--- src/design/tlg_pkg.sv ---
// Types, constants and helper functions for the toroidal life grid.
`timescale 1ns / 1ps

package tlg_pkg;

	// Stored grid size and derived index widths.
	localparam int MAX_ROWS = 64;
	localparam int MAX_COLS = 64;
	localparam int ROW_W    = (MAX_ROWS > 1) ? $clog2(MAX_ROWS) : 1;
	localparam int COL_W    = (MAX_COLS > 1) ? $clog2(MAX_COLS) : 1;
	localparam int CNT_W    = $clog2(MAX_ROWS + 2);

	// Configuration register layout.
	localparam int SIZE_W   = 7;
	localparam int APB_AW   = 3;
	localparam int APB_DW   = 32;
	localparam logic REG_ACTIVE_ROWS = 1'b0;
	localparam logic REG_ACTIVE_COLS = 1'b1;

	// Operation codes of an input command.
	typedef enum logic [1:0] {
		OP_QUERY   = 2'd0,
		OP_KILL    = 2'd1,
		OP_REVIVE  = 2'd2,
		OP_ADVANCE = 2'd3
	} op_t;

	// Command and result payloads.
	typedef struct packed {
		logic [1:0]        kind;
		logic signed [7:0] row;
		logic signed [7:0] col;
	} cmd_t;

	typedef struct packed {
		logic alive;
		logic invalid;
	} res_t;

	typedef logic [MAX_COLS-1:0] row_t;

	// Write request into the row memory.
	typedef struct packed {
		logic             en;
		logic [ROW_W-1:0] addr;
		row_t             data;
	} mem_wr_t;

	// Controller states.
	typedef enum logic [1:0] {
		ST_IDLE,
		ST_CELL,
		ST_ADV
	} state_t;

	// A size of zero acts as one, a size above the maximum acts as the maximum.
	function automatic logic [SIZE_W-1:0] clamp_size(input logic [SIZE_W-1:0] v,
			input logic [SIZE_W-1:0] maxv);
		logic [SIZE_W-1:0] r;
		if (v == '0) begin
			r = SIZE_W'(1);
		end else if (v > maxv) begin
			r = maxv;
		end else begin
			r = v;
		end
		return r;
	endfunction

endpackage

--- src/design/tlg_cell.sv ---
// One column cell: a three-row window of its column and the B3/S23 rule.
`timescale 1ns / 1ps

module tlg_cell
	import tlg_pkg::*;
(
	input  logic       clk,
	input  logic       shift,
	input  logic       d,
	input  logic [2:0] left_w,
	input  logic [2:0] right_w,
	output logic [2:0] win,
	output logic       nxt
);

	logic       up_q;
	logic       mid_q;
	logic [3:0] count;

	// The window moves down one row on every shift; the incoming bit is the lower row.
	always_ff @(posedge clk) begin
		if (shift) begin
			up_q  <= mid_q;
			mid_q <= d;
		end
	end

	// Window seen by the neighbors: upper row, middle row, lower row.
	assign win = {up_q, mid_q, d};

	// Eight neighbor positions: three from each side column, upper and lower of own column.
	always_comb begin
		count = 4'(left_w[0]) + 4'(left_w[1]) + 4'(left_w[2])
			+ 4'(right_w[0]) + 4'(right_w[1]) + 4'(right_w[2])
			+ 4'(up_q) + 4'(d);
		nxt = (count == 4'd3) || (mid_q && (count == 4'd2));
	end

endmodule

--- config.mk ---
export PLATFORM = sky130hd
export DESIGN_NAME = tlg_cell
export DESIGN_NICKNAME = d
export VERILOG_FILES = /design/src/design/tlg_pkg.sv /design/src/design/tlg_cell.sv
export SDC_FILE = /design/constraint.sdc
export NUM_CORES = 1
export LEC_CHECK = 0
export BUFFER_PORTS_ARGS = -buffer_cell sky130_fd_sc_hd__buf_2
export CAP_MARGIN = 20
export CORE_AREA = 2 2 39 41
export DETAILED_ROUTE_END_ITERATION = 8
export DIE_AREA = 0 0 41 43
export HOLD_SLACK_MARGIN = 0.15
export PLACE_DENSITY = 0.5
export SLEW_MARGIN = 5
export SYNTH_ARGS = -nofsm -noshare
export SYNTH_HDL_FRONTEND = slang
export SYNTH_SLANG_ARGS = --single-unit
--- constraint.sdc ---
create_clock -name clk -period 5.18 [get_ports clk]
set_input_delay 1.036 -clock clk [delete_from_list [all_inputs] [get_ports clk]]
set_output_delay 1.036 -clock clk [all_outputs]
set_load 0.05 [all_outputs]
After elaboration in Yosys (flattened, before gate mapping)
Index checks and enable logic that the tools add are counted.

storage, ports and cells
  register bits after elaboration = 2
  input bits = 9
  output and inout bits = 4
  logic and storage cells = 13

operators by class
  add/sub/neg operators = 7
  equal/unequal tests = 2
  reductions and logical operators = 2

operators with widths
  kind                                                  count
  adder 4 x 1 -> 4 bit                                  4
  equality test 4 x 2 -> 1 bit (second input constant)  2
  adder 3 x 1 -> 4 bit                                  1
  adder 2 x 1 -> 3 bit                                  1
  adder 1 x 1 -> 2 bit                                  1
  logical AND 1 bit                                     1
  logical OR 1 bit                                      1

Depth between registers and ports, before layout
  depth after elaboration = 10
  mapped depth = 9
  mapped depth without buffers = 9

Worst setup path after synthesis
OpenSTA, ideal clock, no wires.

  path kind = in2out
  start = input port d
  end = output port nxt
  data arrival time = 4.133 ns
  data required time = 4.144 ns
  path slack = 0.011 ns
  stages on the path = 9
  buffers on the path = 0
  cells stage by stage = inv_1 > fa_1 > fa_1 > fa_1 > inv_1 > ha_1 > fa_1 > or2_0 > a21oi_1

between the ends
  longest elaborated chain between the ends = 4
  elaborated cells between the ends (all ways) = 5
  those cells by class = add/sub (1); eq/ne (2); reduce/logical (2)

ends and longest elaborated chain
  element                       RTL line        source
  start: declaration            tlg_cell.sv:9   input logic d,
  adder 4 x 1 -> 4 bit (*)      tlg_cell.sv:35  + 4'(up_q) + 4'(d);
  equality test 4 x 2 -> 1 bit  tlg_cell.sv:36  nxt = (count == 4'd3) || (mid_q && (count == 4'd2));
  logical AND 1 bit             tlg_cell.sv:36
  logical OR 1 bit (*)          tlg_cell.sv:36
  end: declaration              tlg_cell.sv:13  output logic nxt

Mark *: on every way between the ends. The rest lies on a longest branch, timed or not.

Worst setup path in the final report
Ends and elaborated chain as after synthesis.

==> run_results.csv <==
group,metric,value,unit
flow_run,cap_violations,0,
worst_setup_path,crit_top_cell,"fa_1",
hold_path,min_path_type,"reg2reg",
worst_setup_path,worst_path_max_delay_cell,"fa_1",
power,switchingPower,0.04570,mW
clock_network,cts_setup_buffers,0,
clock_network,root_buffer,"clkbuf_4",
hold_path,min_to,"up_q$_DFFE_PP_",
worst_setup_path,cp-end-kind,"output port",
power,p_leak,0.1996,nW
worst_setup_path,reg2reg_depth,0,
timing,slew_violations,0,
global_route,grt_pass1_vias,205,
timing,whs,0.4755,ns
clock_network,numCtsBuffers,3,
power,vdd_drop_max,0.08664,mV
logic_synthesis,synth_seq_area_share,22.43,%
timing,period_share,95.47,%
layout,nets,58,
worst_setup_path,cp_max_fo,3,
layout,final_cell_mix,"12 x buf_2, 11 x inv_1, 4 x fa_1",
clock_network,cts.clk_slew.worst_paths,0.03,ns
floorplan,io-pin-count,13,
clock_network,cts_tree,"yes",
route,routedWlPerCell,7.125,µm
clock_network,numClockSinks,2,
power,p_comb_share,50.7,%
route,vias,193,
timing,skew,0.004841,ns
timing,hold_viol,0,
floorplan,num_rows,14,
worst_setup_path,reg2reg_slack,4.52,ns
global_route,grt_overflow_total,0,
global_route,grt_max_degree,4,
logic_synthesis,avgSynthCellArea,9.563,µm²
layout,final_common_cell,"buf_2",
clock_network,clk_path_buf_depth,2,
route,ant_nets,0,
layout,drive_gt1_share,37.50,%
clock_network,worst_skew_pair.late_latency,0.22,ns
worst_setup_path,worstPathArrival,3.91,ns
timing,setup_viol,0,
logic_synthesis,ys_warn_count,0,
timing,worst_pin_slew,0.2504,ns
global_route,grtUsageTotal,6.761,%
route,routed_wirelength,399,µm
clock_network,cts.repair.resized,0,
timing,fin_tns_setup,0,ns
global_route,grt_first_pass_wirelength,696,µm
outcome,status,"finished, final reports clean",
logic_synthesis,ys_ff_latch,2,
worst_setup_path,path_class,"in2out",
route,drc_errors,0,
timing,finalCriticalPeriod,4.946,ns
floorplan,die_height,43,µm
power,p_clk_share,31.0,%
place,gp_congestion,0.6269,
worst_setup_path,cp-start-kind,"input port",
timing,fmax,0.2022,GHz
route,drt_iter0_drc,2,
floorplan,core,1384,µm²
floorplan,design.die.area,1763,µm²
floorplan,die_w,41,µm
place,hpwlAfterDp,353.1,µm
clock_network,cts-htree-levels,1,
timing,relSlewSlack,83.42,%
place,portBuffers,12,
worst_setup_path,path_cells,"buf_2 -> inv_1 -> fa_1 -> fa_1 -> fa_1 -> inv_1 -> ha_1 -> fa_1 -> or2_0 -> a21oi_1 -> buf_2",
floorplan,start_util,19.35,%
hold_path,hold_depth,0,
worst_setup_path,timing.rr.start,"mid_q$_DFFE_PP_",
worst_setup_path,r2r_end,"up_q$_DFFE_PP_",
power,power.density,315.5,nW/µm²
logic_synthesis,synth_cell_type_count,9,
timing,rsz0062_at_grt,"no",
route,drtPass1Iterations,2,
layout,area_delta_synth_final,29.91,%
power,intPower,0.06405,mW
logic_synthesis,synth_area,267.8,µm²
layout,n_antenna_cell,0,
route,viasPerCell,3.446,
global_route,antenna_found_initial,0,
power,switching_share,41.64,%
logic_synthesis,syn_inst,28,
clock_network,ctsHoldBuffers,0,
worst_setup_path,required,4.14,ns
worst_setup_path,slowest_delay,0.54,ns
hold_path,hp-start,"mid_q$_DFFE_PP_",
power,p_seq_share,18.3,%
logic_synthesis,syn_nets,44,
-- synthesized netlist by cell type --
library cell | n | share of area, %
or2_0 | 1 | 2.3
ha_1 | 3 | 14
fa_1 | 4 | 30
buf_4 | 3 | 8.4
a21oi_1 | 2 | 3.7
edfxtp_1 | 2 | 22
inv_1 | 11 | 15
nand3_1 | 1 | 1.9
o21ai_0 | 1 | 1.9
-- kinds of logic (layout without fill, tap and decap cells) --
| logic type | after synthesis | in the layout | share of synthesized area, % |
|---|---|---|---|
| compound gates | 3 | 3 | 5.606 |
| flops | 2 | 2 | 22.43 |
| simple gates | 2 | 2 | 4.205 |
| fa+ha+maj | 7 | 7 | 43.93 |
| buf+inv | 14 | 26 | 23.83 |
-- power by group through the flow --
stage / registers [mW] / clock network (mW) / logic (mW)
finish: 0.0201 / 0.0341 / 0.0556
global route: 0.0203 / 0.0383 / 0.0646
CTS: 0.0201 / 0.0359 / 0.0572
detailed placement: 0.0203 / 0 / 0.0570
global placement: 0.0203 / 0 / 0.0569
floorplan: 0.0201 / 0 / 0.0458
-- metrics by stage --
| stage | cells | setup WS, ns | instance area (µm²) | utilization, % | total power [mW] |
|---|---|---|---|---|---|
| after floorplan | 28 | 0.01053 | 267.8 | - | 0.06583 |
| after global placement | 53 | 0.2151 | 325.3 | 23.51 | 0.07716 |
| after detailed placement | 53 | 0.1945 | 325.3 | 23.51 | 0.07734 |
| after CTS | 56 | 0.1929 | 347.8 | 25.14 | 0.1132 |
| after global routing | 56 | 0.08975 | 347.8 | 25.14 | 0.1232 |
| final | 56 | 0.2345 | 347.8 | 25.14 | 0.1098 |
-- worst max-delay path by stage --
stage                     startpoint  end  slack (ns)  cells past startpoint
after floorplan                    d  nxt        0.01                      9
final                              d  nxt        0.23                     11
after global placement             d  nxt        0.22                     11
after CTS                          d  nxt        0.19                     11
after global routing               d  nxt        0.09                     11
after detailed placement           d  nxt        0.19                     11
-- sequential cells by signal, indices dropped and copies added, names as in the netlist --
signal,cells
mid_q,1
up_q,1
-- layout make-up --
type,instances,area [µm²]
repair buffers,12,60.06
clock buffers,3,22.52
flip-flops and latches,2,60.06
inverters,11,41.29
fillers,153,1036
well taps,16,20.02
multi-input cells,12,143.9
-- worst max-delay path: cells and delay by family --
kind	cells	cell delay [ns]
compound gates	1	0.14
fa+ha+maj	5	2.07
simple gates	1	0.20
buf+inv	4	0.46
-- routing by layer --
layer	track usage (%)	part of all wire (%)	vias up
met4	8.000	0	0
met1	6.863	46	83
met2	7.813	47	7
met5	0	0	-
li1	-	-	103
met3	4.712	6.8	0
Power figures use the tool's default switching activity.
